$ cat src/rtl/cfpp_pkg.sv
`timescale 1ns / 1ps
// ----------------------------------------------------------------------------
// cfpp_pkg
// Shared types and constants for the CRC-16 framed packet parser.
// ----------------------------------------------------------------------------
package cfpp_pkg;

	// Frame markers and CRC-16/MODBUS constants
	localparam logic [7:0]  HDR_BYTE  = 8'hAA;
	localparam logic [7:0]  TAIL_BYTE = 8'h55;
	localparam logic [15:0] CRC_INIT  = 16'hFFFF;
	localparam logic [15:0] CRC_POLY  = 16'hA001;

	// Payload limits and decode layout
	localparam int unsigned PAYLOAD_LIMIT_DEF = 64;
	localparam int unsigned DECODE_DEPTH      = 10;
	localparam int unsigned ENV_MIN_LEN       = 4;
	localparam int unsigned SEQ_MIN_LEN       = 10;
	localparam int unsigned TEMP_SCALE        = 10;

	// Register reset values
	localparam logic [6:0] MAX_LEN_RST  = 7'd64;
	localparam logic [7:0] ENV_TYPE_RST = 8'h01;

	// Register indexes on the write port
	typedef enum logic {
		REG_MAX_LEN  = 1'b0,
		REG_ENV_TYPE = 1'b1
	} cfpp_reg_t;

	typedef enum logic [2:0] {
		ST_ENV      = 3'd0,
		ST_OTHER    = 3'd1,
		ST_CRC_ERR  = 3'd2,
		ST_TAIL_ERR = 3'd3,
		ST_TOO_LONG = 3'd4
	} cfpp_status_t;

	typedef enum logic [2:0] {
		PH_HEADER = 3'd0,
		PH_TYPE   = 3'd1,
		PH_LEN    = 3'd2,
		PH_DATA   = 3'd3,
		PH_CRCLO  = 3'd4,
		PH_CRCHI  = 3'd5,
		PH_TAIL   = 3'd6
	} cfpp_phase_t;

	// First payload bytes kept for the environment record
	typedef logic [DECODE_DEPTH-1:0][7:0] cfpp_dbytes_t;

	// Frame status as produced by the parser
	typedef struct packed {
		cfpp_status_t status;
		logic [7:0]   frame_type;
		logic [7:0]   payload_length;
	} cfpp_hdr_t;

	// Decoded environment record
	typedef struct packed {
		logic [7:0]  floor_number;
		logic [11:0] temperature_tenths;
		logic [7:0]  humidity;
		logic        has_sequence;
		logic [15:0] sequence_number;
		logic [31:0] device_time_ms;
	} cfpp_env_t;

endpackage

$ cat src/rtl/crc16_framed_packet_parser_unit.sv
`timescale 1ns / 1ps
// ----------------------------------------------------------------------------
// crc16_framed_packet_parser_unit
// Byte stream parser for AA/type/len/payload/crc16/55 frames; one status item
// per finished or dropped frame, with environment record decode.
// ----------------------------------------------------------------------------
//  channel   dir  tdata                         tuser
//  s_*       in   data_byte[7:0]                -
//  m_*       out  type/len/floor/temp/hum/seq/t {has_sequence, status}
//  cfg_*     in   write port, index 0 max_payload_length, 1 env_frame_type
//
//  One byte per cycle sustained while the output drains. An accepted byte sits
//  in the input stage, the parser FSM and decode run in one pass, and status
//  items land in the output register.
//  Reset (arst_n low) puts the parser in header hunt with the CRC at 0xFFFF.
//  A stalled output holds its item; one more byte is taken into the input
//  stage, after which s_tready drops until the output drains.
// ----------------------------------------------------------------------------
module crc16_framed_packet_parser_unit #(
	parameter int unsigned PAYLOAD_LIMIT = cfpp_pkg::PAYLOAD_LIMIT_DEF
) (
	input  logic        clk,
	input  logic        arst_n,
	// input bytes
	input  logic        s_tvalid,
	output logic        s_tready,
	input  logic [7:0]  s_tdata,   // [7:0] data_byte
	// status items
	output logic        m_tvalid,
	input  logic        m_tready,
	output logic [95:0] m_tdata,   // [7:0] frame_type, [15:8] payload_length,
	                               // [23:16] floor_number, [35:24] temperature_tenths,
	                               // [43:36] humidity, [59:44] sequence_number,
	                               // [91:60] device_time_ms, [95:92] zero
	output logic [3:0]  m_tuser,   // [2:0] status, [3] has_sequence
	// configuration
	input  logic        cfg_wr_en,
	input  logic        cfg_addr,
	input  logic [7:0]  cfg_wdata
);
	import cfpp_pkg::*;

	// Configuration registers
	logic [6:0] max_len_q;
	logic [7:0] env_type_q;

	always_ff @(posedge clk or negedge arst_n) begin
		if (!arst_n) begin
			max_len_q  <= MAX_LEN_RST;
			env_type_q <= ENV_TYPE_RST;
		end else if (cfg_wr_en) begin
			case (cfg_addr)
				REG_MAX_LEN:  max_len_q  <= cfg_wdata[6:0];
				REG_ENV_TYPE: env_type_q <= cfg_wdata;
				default:      ;
			endcase
		end
	end

	// Input stage
	logic       valid_s1;
	logic [7:0] byte_s1;
	logic       advance;
	logic       valid_s2;

	// The input stage moves on whenever the output register is free or draining
	assign advance  = valid_s1 && (!valid_s2 || m_tready);
	assign s_tready = !valid_s1 || advance;

	always_ff @(posedge clk or negedge arst_n) begin
		if (!arst_n)
			valid_s1 <= 1'b0;
		else if (s_tready)
			valid_s1 <= s_tvalid;
	end

	always_ff @(posedge clk) begin
		if (s_tvalid && s_tready)
			byte_s1 <= s_tdata;
	end

	// Parser and decode
	logic         res_valid;
	cfpp_hdr_t    res_hdr;
	cfpp_dbytes_t dbytes;
	cfpp_env_t    res_env;

	cfpp_parser #(
		.PAYLOAD_LIMIT (PAYLOAD_LIMIT)
	) u_parser (
		.clk       (clk),
		.arst_n    (arst_n),
		.step      (advance),
		.data_byte (byte_s1),
		.max_len   (max_len_q),
		.env_type  (env_type_q),
		.res_valid (res_valid),
		.res       (res_hdr),
		.dbytes    (dbytes)
	);

	cfpp_decode u_decode (
		.hdr    (res_hdr),
		.dbytes (dbytes),
		.env    (res_env)
	);

	// Output register
	cfpp_hdr_t hdr_s2;
	cfpp_env_t env_s2;

	always_ff @(posedge clk or negedge arst_n) begin
		if (!arst_n)
			valid_s2 <= 1'b0;
		else if (advance)
			valid_s2 <= res_valid;
		else if (m_tready)
			valid_s2 <= 1'b0;
	end

	always_ff @(posedge clk) begin
		if (advance && res_valid) begin
			hdr_s2 <= res_hdr;
			env_s2 <= res_env;
		end
	end

	assign m_tvalid = valid_s2;
	assign m_tdata  = {4'd0, env_s2.device_time_ms, env_s2.sequence_number, env_s2.humidity,
	                   env_s2.temperature_tenths, env_s2.floor_number,
	                   hdr_s2.payload_length, hdr_s2.frame_type};
	assign m_tuser  = {env_s2.has_sequence, hdr_s2.status};

	// Checks
	a_new_item_from_step: assert property (@(posedge clk) disable iff (!arst_n)
		$rose(valid_s2) |-> $past(advance))
		else $error("status item appeared without a parser step");

	a_seq_only_env: assert property (@(posedge clk) disable iff (!arst_n)
		valid_s2 && env_s2.has_sequence |-> hdr_s2.status == ST_ENV)
		else $error("has_sequence set on a non-environment status");

	a_fields_zero: assert property (@(posedge clk) disable iff (!arst_n)
		valid_s2 && hdr_s2.status != ST_ENV |->
			env_s2.floor_number == 8'd0 && env_s2.temperature_tenths == 12'd0 &&
			env_s2.humidity == 8'd0 && env_s2.device_time_ms == 32'd0)
		else $error("decoded fields nonzero on a non-environment status");

	a_s1_hold: assert property (@(posedge clk) disable iff (!arst_n)
		valid_s1 && !advance |=> valid_s1 && $stable(byte_s1))
		else $error("input stage lost a byte while stalled");

endmodule

$ cat src/rtl/cfpp_parser.sv
`timescale 1ns / 1ps
// ----------------------------------------------------------------------------
// cfpp_parser
// Frame state machine: header hunt, CRC accumulation, payload capture, status.
// ----------------------------------------------------------------------------
module cfpp_parser #(
	parameter int unsigned PAYLOAD_LIMIT = cfpp_pkg::PAYLOAD_LIMIT_DEF
) (
	input  logic                 clk,
	input  logic                 arst_n,
	input  logic                 step,
	input  logic [7:0]           data_byte,
	input  logic [6:0]           max_len,
	input  logic [7:0]           env_type,
	output logic                 res_valid,
	output cfpp_pkg::cfpp_hdr_t  res,
	output cfpp_pkg::cfpp_dbytes_t dbytes
);
	import cfpp_pkg::*;

	localparam logic [7:0] LIMIT = 8'(PAYLOAD_LIMIT);

	// One byte of CRC-16/MODBUS, LSB first
	function automatic logic [15:0] crc_byte(input logic [15:0] crc_in, input logic [7:0] b);
		logic [15:0] c;
		c = crc_in ^ {8'h00, b};
		for (int i = 0; i < 8; i++) begin
			c = c[0] ? ((c >> 1) ^ CRC_POLY) : (c >> 1);
		end
		return c;
	endfunction

	cfpp_phase_t phase_q, phase_d;
	logic [15:0] crc_q;
	logic [7:0]  type_q;
	logic [6:0]  len_q;
	logic [6:0]  pos_q;
	logic [7:0]  crc_lo_q;
	cfpp_dbytes_t dbytes_q;

	logic [15:0] crc_next;
	logic [7:0]  limit;
	logic        too_long;
	logic [6:0]  pos_inc;

	assign crc_next = crc_byte(crc_q, data_byte);
	assign limit    = ({1'b0, max_len} > LIMIT) ? LIMIT : {1'b0, max_len};
	assign too_long = data_byte > limit;
	assign pos_inc  = pos_q + 7'd1;

	// Next phase
	always_comb begin
		phase_d = PH_HEADER;
		case (phase_q)
			PH_TYPE:  phase_d = PH_LEN;
			PH_LEN: begin
				if (too_long)
					phase_d = PH_HEADER;
				else if (data_byte != 8'd0)
					phase_d = PH_DATA;
				else
					phase_d = PH_CRCLO;
			end
			PH_DATA:  phase_d = (pos_inc >= len_q) ? PH_CRCLO : PH_DATA;
			PH_CRCLO: phase_d = PH_CRCHI;
			PH_CRCHI: phase_d = ({data_byte, crc_lo_q} == crc_q) ? PH_TAIL : PH_HEADER;
			PH_TAIL:  phase_d = PH_HEADER;
			default:  phase_d = (data_byte == HDR_BYTE) ? PH_TYPE : PH_HEADER;
		endcase
	end

	// Status output
	always_comb begin
		res_valid          = 1'b0;
		res.status         = ST_OTHER;
		res.frame_type     = type_q;
		res.payload_length = {1'b0, len_q};
		case (phase_q)
			PH_LEN: begin
				if (too_long) begin
					res_valid          = 1'b1;
					res.status         = ST_TOO_LONG;
					res.payload_length = data_byte;
				end
			end
			PH_CRCHI: begin
				if ({data_byte, crc_lo_q} != crc_q) begin
					res_valid  = 1'b1;
					res.status = ST_CRC_ERR;
				end
			end
			PH_TAIL: begin
				res_valid = 1'b1;
				if (data_byte != TAIL_BYTE)
					res.status = ST_TAIL_ERR;
				else if (type_q == env_type && len_q >= 7'(ENV_MIN_LEN))
					res.status = ST_ENV;
				else
					res.status = ST_OTHER;
			end
			default: res_valid = 1'b0;
		endcase
	end

	always_ff @(posedge clk or negedge arst_n) begin
		if (!arst_n) begin
			phase_q  <= PH_HEADER;
			crc_q    <= CRC_INIT;
			type_q   <= 8'd0;
			len_q    <= 7'd0;
			pos_q    <= 7'd0;
			crc_lo_q <= 8'd0;
		end else if (step) begin
			phase_q <= phase_d;
			case (phase_q)
				PH_TYPE: begin
					type_q <= data_byte;
					crc_q  <= crc_next;
				end
				PH_LEN: begin
					crc_q <= crc_next;
					if (!too_long) begin
						len_q <= data_byte[6:0];
						pos_q <= 7'd0;
					end
				end
				PH_DATA: begin
					crc_q <= crc_next;
					pos_q <= pos_inc;
				end
				PH_CRCLO: crc_lo_q <= data_byte;
				PH_CRCHI, PH_TAIL: ;
				default: begin
					if (data_byte == HDR_BYTE)
						crc_q <= CRC_INIT;
				end
			endcase
		end
	end

	// Payload capture, first bytes only
	always_ff @(posedge clk) begin
		if (step && phase_q == PH_DATA && pos_q < 7'(DECODE_DEPTH))
			dbytes_q[pos_q[3:0]] <= data_byte;
	end

	assign dbytes = dbytes_q;

endmodule

$ cat src/rtl/cfpp_decode.sv
`timescale 1ns / 1ps
// ----------------------------------------------------------------------------
// cfpp_decode
// Environment record decode from the captured payload bytes.
// ----------------------------------------------------------------------------
module cfpp_decode (
	input  cfpp_pkg::cfpp_hdr_t    hdr,
	input  cfpp_pkg::cfpp_dbytes_t dbytes,
	output cfpp_pkg::cfpp_env_t    env
);
	import cfpp_pkg::*;

	logic is_env;
	logic seq_ok;

	assign is_env = hdr.status == ST_ENV;
	assign seq_ok = is_env && (hdr.payload_length >= 8'(SEQ_MIN_LEN));

	always_comb begin
		env.floor_number       = is_env ? dbytes[0] : 8'd0;
		env.temperature_tenths = is_env
			? (12'(dbytes[1]) * 12'(TEMP_SCALE) + 12'(dbytes[2])) : 12'd0;
		env.humidity           = is_env ? dbytes[3] : 8'd0;
		env.has_sequence       = seq_ok;
		env.sequence_number    = seq_ok ? {dbytes[5], dbytes[4]} : 16'd0;
		env.device_time_ms     = seq_ok ? {dbytes[9], dbytes[8], dbytes[7], dbytes[6]} : 32'd0;
	end

endmodule

$ cat config.mk
export PLATFORM = sky130hd
export DESIGN_NAME = crc16_framed_packet_parser_unit
export DESIGN_NICKNAME = d
export VERILOG_FILES = /design/src/rtl/cfpp_pkg.sv /design/src/rtl/crc16_framed_packet_parser_unit.sv /design/src/rtl/cfpp_parser.sv /design/src/rtl/cfpp_decode.sv
export SDC_FILE = /design/constraint.sdc
export NUM_CORES = 1
export LEC_CHECK = 0
export BUFFER_PORTS_ARGS = -buffer_cell sky130_fd_sc_hd__buf_4
export CAP_MARGIN = 40
export CORE_MARGIN = 5
export CORE_UTILIZATION = 55
export DETAILED_ROUTE_END_ITERATION = 12
export PLACE_DENSITY = 0.8
export SYNTH_ARGS = -nofsm -noshare
export SYNTH_HDL_FRONTEND = slang
export SYNTH_SLANG_ARGS = --single-unit
$ cat constraint.sdc
create_clock -name clk -period 10.7 [get_ports clk]
set_input_delay 2.14 -clock clk [delete_from_list [all_inputs] [get_ports clk]]
set_output_delay 2.14 -clock clk [all_outputs]
set_load 0.02 [all_outputs]
== Word level (Yosys, flattened, before mapping) ==
Index checks and enable logic that the tools add are counted.
Cells by class
  eq/ne operators: 12
  multiply operators: 1
  bitwise operators: 12
  reduce and logical (&&, ||, !) cells: 26
  $lt $le $gt $ge: 8
  multiplexer cells: 34
  $add $sub $neg: 2
Operator list (count)
  $mux 16: 9
  $bwmux 80: 1
  $demux 8 s4: 1
  $pmux 16 s2: 1
  $mux 8: 3
  $not 2->3: 8
  $mux 3: 6
  $pmux 3 s6: 1
  $eq 16x16->1: 1
  $ne 16x16->1: 1
  $xor 16x8->16: 1
  $mux 7: 2
  $pmux 7 s2: 1
  $add 12x8->12: 1
  $mul 8x3->11 const B: 1
  $eq 3x3->1 const B: 3
  $pmux 3 s3: 1
  $reduce_and 3->1: 3
  $eq 8x8->1: 1
  $eq 8x8->1 const B: 1
  $ge 8x4->1 const B: 1
  $gt 8x8->1: 1
  $logic_and 1x1->1: 8
  $ne 8x7->1 const B: 1
  21 further kinds: 37
Word-level totals
  output and inout bits: 102
  input bits: 22
  logic and storage cells: 125
  register bits after elaboration: 250

== Depth between registers and ports, before layout ==
  depth in word-level cells: 18
  depth in mapped cells: 12
  mapped depth without buffers: 12

== Hierarchy ==
Synthesis repeated with hierarchy kept, for this count alone.
Second synthesis, totals
  cell total of the unflattened synthesis: 745
  area total of the unflattened synthesis: 10865.4 um^2
Modules (own cells, without submodules)
  cfpp_parser: cells an instance 417, instances 1, area an instance 5739.3 um^2, sequential area each 3648.5 um^2
  crc16_framed_packet_parser_unit: cells an instance 152, instances 1, area an instance 3857.4 um^2, sequential area each 3550.9 um^2
  cfpp_decode: cells an instance 176, instances 1, area an instance 1268.7 um^2, sequential area each 0.0 um^2

== Worst setup path before layout ==
No wires, ideal clock.
  path kind: input-to-reg
  start point: in m_tready
  end point: reg hdr_s2, in the netlist m_tdata[0] (enable)
  path slack: 3720 ps
  required time: 10149 ps
  library setup time: 551 ps
  arrival: 6429 ps
  stages on the path: 3
  path buffers: 0
  path through: nand2b_1 nand2_1 nor2_1
On the way
  cells in the longest elaborated chain, start to end: 3
RTL lines
  from (decl): RTL line crc16_framed_packet_parser_unit.sv:30  | input logic m_tready,
  $logic_or 1x1->1: RTL line crc16_framed_packet_parser_unit.sv:67  | assign advance = valid_s1 && (!valid_s2 || m_tready);
  $logic_and 1x1->1: RTL line crc16_framed_packet_parser_unit.sv:67
  $logic_and 1x1->1: RTL line crc16_framed_packet_parser_unit.sv:122  | if (advance && res_valid) begin
  to (signal assigned): RTL line crc16_framed_packet_parser_unit.sv:123  | hdr_s2 <= res_hdr;
  to (decl): RTL line crc16_framed_packet_parser_unit.sv:109  | cfpp_hdr_t hdr_s2;
No other way between the ends.
A chain may end at the register's enable or synchronous reset.

== Final worst setup path ==
  start point: in m_tready
  end point: out s_tready
On the way
  cells in the longest elaborated chain, start to end: 3
RTL lines
  $logic_or 1x1->1: RTL line crc16_framed_packet_parser_unit.sv:67
  $logic_and 1x1->1: RTL line crc16_framed_packet_parser_unit.sv:67
  $logic_or 1x1->1: RTL line crc16_framed_packet_parser_unit.sv:68  | assign s_tready = !valid_s1 || advance;
  to (decl): RTL line crc16_framed_packet_parser_unit.sv:26  | output logic s_tready,
No other way between the ends.

==> tab_implementation.tex <==
\begin{tabular}{lr}
\hline
Metric & Value \\
\hline
\multicolumn{2}{l}{\textbf{CTS}} \\
Post-CTS setup buffer count & 0 \\
Clock insertion delay at the later pin of the skew report & 0.51 ns \\
Number of buffers created by CTS & 25 \\
CTS Buffer Depth & 3 \\
CTS tree & done \\
Clk pin slew, worst setup/hold paths & 0.06 ns \\
CTS hold repair buffers & 0 \\
Total of cells resized after clock tree synthesis & 0 \\
Number of clock sinks seen by CTS & 250 \\
Total number of H-tree levels & 1 \\
CTS Root Buffer Type & clkbuf\_16 \\
\multicolumn{2}{l}{\textbf{Critical path}} \\
Max Fanout on Critical Path & 4 \\
Capture point of the critical path & s\_tready \\
Internal reg-to-reg setup slack & 6.25 ns \\
Reg-to-reg critical path startpoint & byte\_s1[0] \\
Worst path required time & 8.56 ns \\
Path depth of the worst reg2reg path & 10 \\
Origin of the worst setup path & m\_tready \\
Critical path launch point type & input port \\
Critical Setup Path Class & input port to primary output \\
Crit path DAT & 2.89 ns \\
Crit. End Element & primary output \\
Terminus of the critical flop-to-flop path & m\_tdata[75] \\
\multicolumn{2}{l}{\textbf{Job}} \\
Number of max-cap violations & 0 \\
\multicolumn{2}{l}{\textbf{Timing}} \\
Final worst-path cycle share & 0.4699 \\
Final max-slew violation count & 0 \\
RSZ-0062 raised after global routing & no \\
Minimum clock period & 5.028 ns \\
Setup TNS after final layout & 0 ns \\
Final setup fails & 0 \\
Clock Skews & 0.01015 ns \\
Minimum setup slack in the final design & 5.672 ns \\
Fmax & 198.9 MHz \\
Count of final hold-check violations & 0 \\
Slew of the pin with the lowest slew margin & 0.8928 ns \\
Relative slew margins & 0.4048 \\
\multicolumn{2}{l}{\textbf{Floorplanning}} \\
Area of the core region & 0.01933 mm2 \\
\# rows & 51 \\
Ports placed on the boundary & 124 \\
Floorplan die area & 0.02239 mm2 \\
Chip Height & 149.6 um \\
Starting density of the core & 0.5545 \\
Chip Width & 149.6 um \\
\multicolumn{2}{l}{\textbf{Drt}} \\
Detailed-routing iteration count for the pre-antenna-repair pass & 5 \\
Detailed-route wire length per cell & 18.18 um \\
Final wirelength & 20,820 um \\
Remaining design rule violation count & 0 \\
1st-iter DRT viols & 302 \\
Drt via density & 5.295 \\
Number of vias after detailed routing & 6,063 \\
DRT antenna net count & 0 \\
\multicolumn{2}{l}{\textbf{Cells and area}} \\
Antenna fix cells & 0 \\
Fraction of layout cells with a size suffix above 1 & 0.2670 \\
Area growth from synthesis to layout & 17.66\% \\
Number of nets in the layout & 922 \\
Fillers & 1,401 \\
\multicolumn{2}{l}{\textbf{Global route}} \\
Maximum number of pins on one net before global-route repair & 70 \\
Remaining global-route overflow & 0 \\
First-pass GRT wire length & 32,520 um \\
Number of antenna violations at the first check in global routing & 0 \\
Number of global-route vias before repair & 6,035 \\
GRT Overall Usage & 0.1862 \\
\multicolumn{2}{l}{\textbf{Logic synthesis}} \\
Proportion of synthesized flip-flops having asynchronous set or reset & 0.2640 \\
Number of synthesized flops with an enable pin & 184 \\
Number of flip-flops and latches in the synthesized netlist & 250 \\
Most common flop cell mapped by yosys & edfxtp\_1 \\
Average cell area after synthesis & 14.55 um2 \\
Unique masters post-synth & 63 \\
Synth Cell Area & 0.01072 mm2 \\
Number of standard cells after synthesis & 737 \\
Warning count from the yosys run & 0 \\
Sequential fraction of the synthesis area & 0.6715 \\
\multicolumn{2}{l}{\textbf{Place}} \\
Pre-CTS setup slack & 5.669 ns \\
Total half-perimeter wirelength after legalization and detailed placement & 13,630 um \\
Port bufs & 119 \\
Weighted congestion at the end of routability-driven global placement & 0.8516 \\
\multicolumn{2}{l}{\textbf{Run status}} \\
Outcome & complete, no violations \\
\multicolumn{2}{l}{\textbf{Power and ir drop}} \\
Peak VDD IR & 189.9 uV \\
Areal power density over the cells & 222.9 mW/mm2 \\
Leakage dissipation & 0.004784 uW \\
\multicolumn{2}{l}{\textbf{Hold path}} \\
Worst min path class & register to register \\
\hline
\end{tabular}
## through the flow
stage	hold slack (ns)	cells	area, um2	total power, uW	util
floorplan	0.4603	740	10730	1823	-
global placement	0.4827	1099	11850	2000	0.6131
detailed placement	0.4772	1099	11850	2016	0.6131
CTS	0.5008	1145	12610	2829	0.6524
global route	0.5151	1145	12610	2952	0.6524
finish	0.5033	1145	12610	2812	0.6524
## critical path, stage by stage
cell and delay (ns):
buf_4 0.11, nand2b_1 0.17, or2_2 0.31, buf_4 0.16
## per-layer routing
metal	vias up	track usage	wire length, um
met1	2927	0.2520	8903
met5	-	0	0
met4	0	0.04805	378
met3	26	0.03180	1220
met2	191	0.3163	10320
li1	2919	-	-
## state kept, by name, indices dropped and copies added, names as in the netlist
signal and count:
u_parser.crc_q 16, valid_s1 1, u_parser.len_q 7, m_tdata 92
max_len_q 7, u_parser.dbytes 80, u_parser.pos_q 7, byte_s1 8
m_tuser 4, u_parser.crc_lo_q 8, env_type_q 8, u_parser.type_q 8
u_parser.phase_q 3, m_tvalid 1
## worst min path at each step
stage                             from    endpoint  slack (ns)  depth (start not counted)
floorplan           u_parser.type_q[1]  m_tdata[1]        0.46                          0
detailed placement  u_parser.type_q[5]  m_tdata[5]        0.48                          0
CTS                 u_parser.type_q[1]  m_tdata[1]        0.50                          0
global route        u_parser.type_q[5]  m_tdata[5]        0.52                          0
finish              u_parser.type_q[1]  m_tdata[1]        0.50                          0
global placement    u_parser.type_q[1]  m_tdata[1]        0.48                          0
## power by group
part | total (uW) | switching, uW | internal [uW]
sequential | 1340 | 114 | 1220
combinational | 669 | 366 | 303
clock | 807 | 346 | 461
## kinds of logic (layout without fill, tap and decap cells)
logic type	after synthesis	count (layout)	synth area share
multiplexers	37	37	0.03886
buffers and inverters	56	196	0.02404
AO/OA/AOI/OAI	87	87	0.06057
flip-flops	250	250	0.6715
XOR/XNOR	59	59	0.04820
AND/OR/NAND/NOR	208	208	0.1096
other	1	4	0.0003498
adder cells (fa/ha/maj)	39	39	0.04691
## cells in the final DEF, fill, tap and decap left out, types with 4 or more instances in the layout
| cell type | count |
|---|---|
| nor3_1 | 7 |
| nand3_1 | 9 |
| or3_1 | 4 |
| ha_1 | 37 |
| nand4_1 | 10 |
| o22a_1 | 16 |
| dfrtp_1 | 48 |
| nor2_1 | 25 |
| and3_1 | 4 |
| conb_1 | 4 |
| inv_1 | 23 |
| clkinvlp_4 | 4 |
| and2_1 | 76 |
| clkbuf_16 | 25 |
| a21bo_2 | 6 |
| nand2b_1 | 7 |
| nor4_1 | 8 |
| buf_4 | 127 |
| clkbuf_1 | 11 |
| xnor2_1 | 23 |
| xor2_1 | 36 |
| o21a_1 | 5 |
| o21ai_0 | 20 |
| edfxtp_1 | 184 |
| a21oi_1 | 13 |
| dfstp_2 | 18 |
| nand2_1 | 30 |
| nor2b_1 | 9 |
| mux2_2 | 37 |
## cells in the mapped netlist, types with 3 or more instances
cell | number | area share
buf_2 | 6 | 0.0028
nor3b_1 | 3 | 0.0021
nor3_1 | 7 | 0.0033
a21bo_2 | 6 | 0.0056
edfxtp_1 | 184 | 0.52
nor2b_1 | 9 | 0.0053
buf_4 | 4 | 0.0028
inv_1 | 23 | 0.0081
xnor2_1 | 23 | 0.019
nor2_1 | 26 | 0.0091
or2_2 | 3 | 0.0018
clkbuf_1 | 18 | 0.0063
xor2_1 | 36 | 0.029
a21o_1 | 3 | 0.0021
dfstp_2 | 18 | 0.044
a211oi_1 | 3 | 0.0021
o22a_1 | 16 | 0.013
ha_1 | 37 | 0.043
mux2_2 | 37 | 0.039
a21oi_1 | 13 | 0.0061
nand2b_1 | 7 | 0.0041
and3_1 | 4 | 0.0023
or3_1 | 4 | 0.0023
dfrtp_1 | 48 | 0.11
nand2_1 | 30 | 0.011
and2_1 | 76 | 0.044
buf_6 | 3 | 0.0032
nor4_1 | 8 | 0.0047
nand4_1 | 10 | 0.0058
o21a_1 | 5 | 0.0035
o21ai_0 | 20 | 0.0093
nand3_1 | 9 | 0.0042
## area by class of cell
cell class                      instances  area (um2)  area share
Tap cell                              265       331.6     0.02628
Clock inverter                         10       93.84    0.007439
Clock buffer                           36       666.9     0.05287
Multi-Input combinational cell        434        3283      0.2603
Inverter                               23       86.33    0.006844
Sequential cell                       250        7199      0.5707
Timing Repair Buffer                  127       953.4     0.07558
Power figures use the tool's default switching activity.
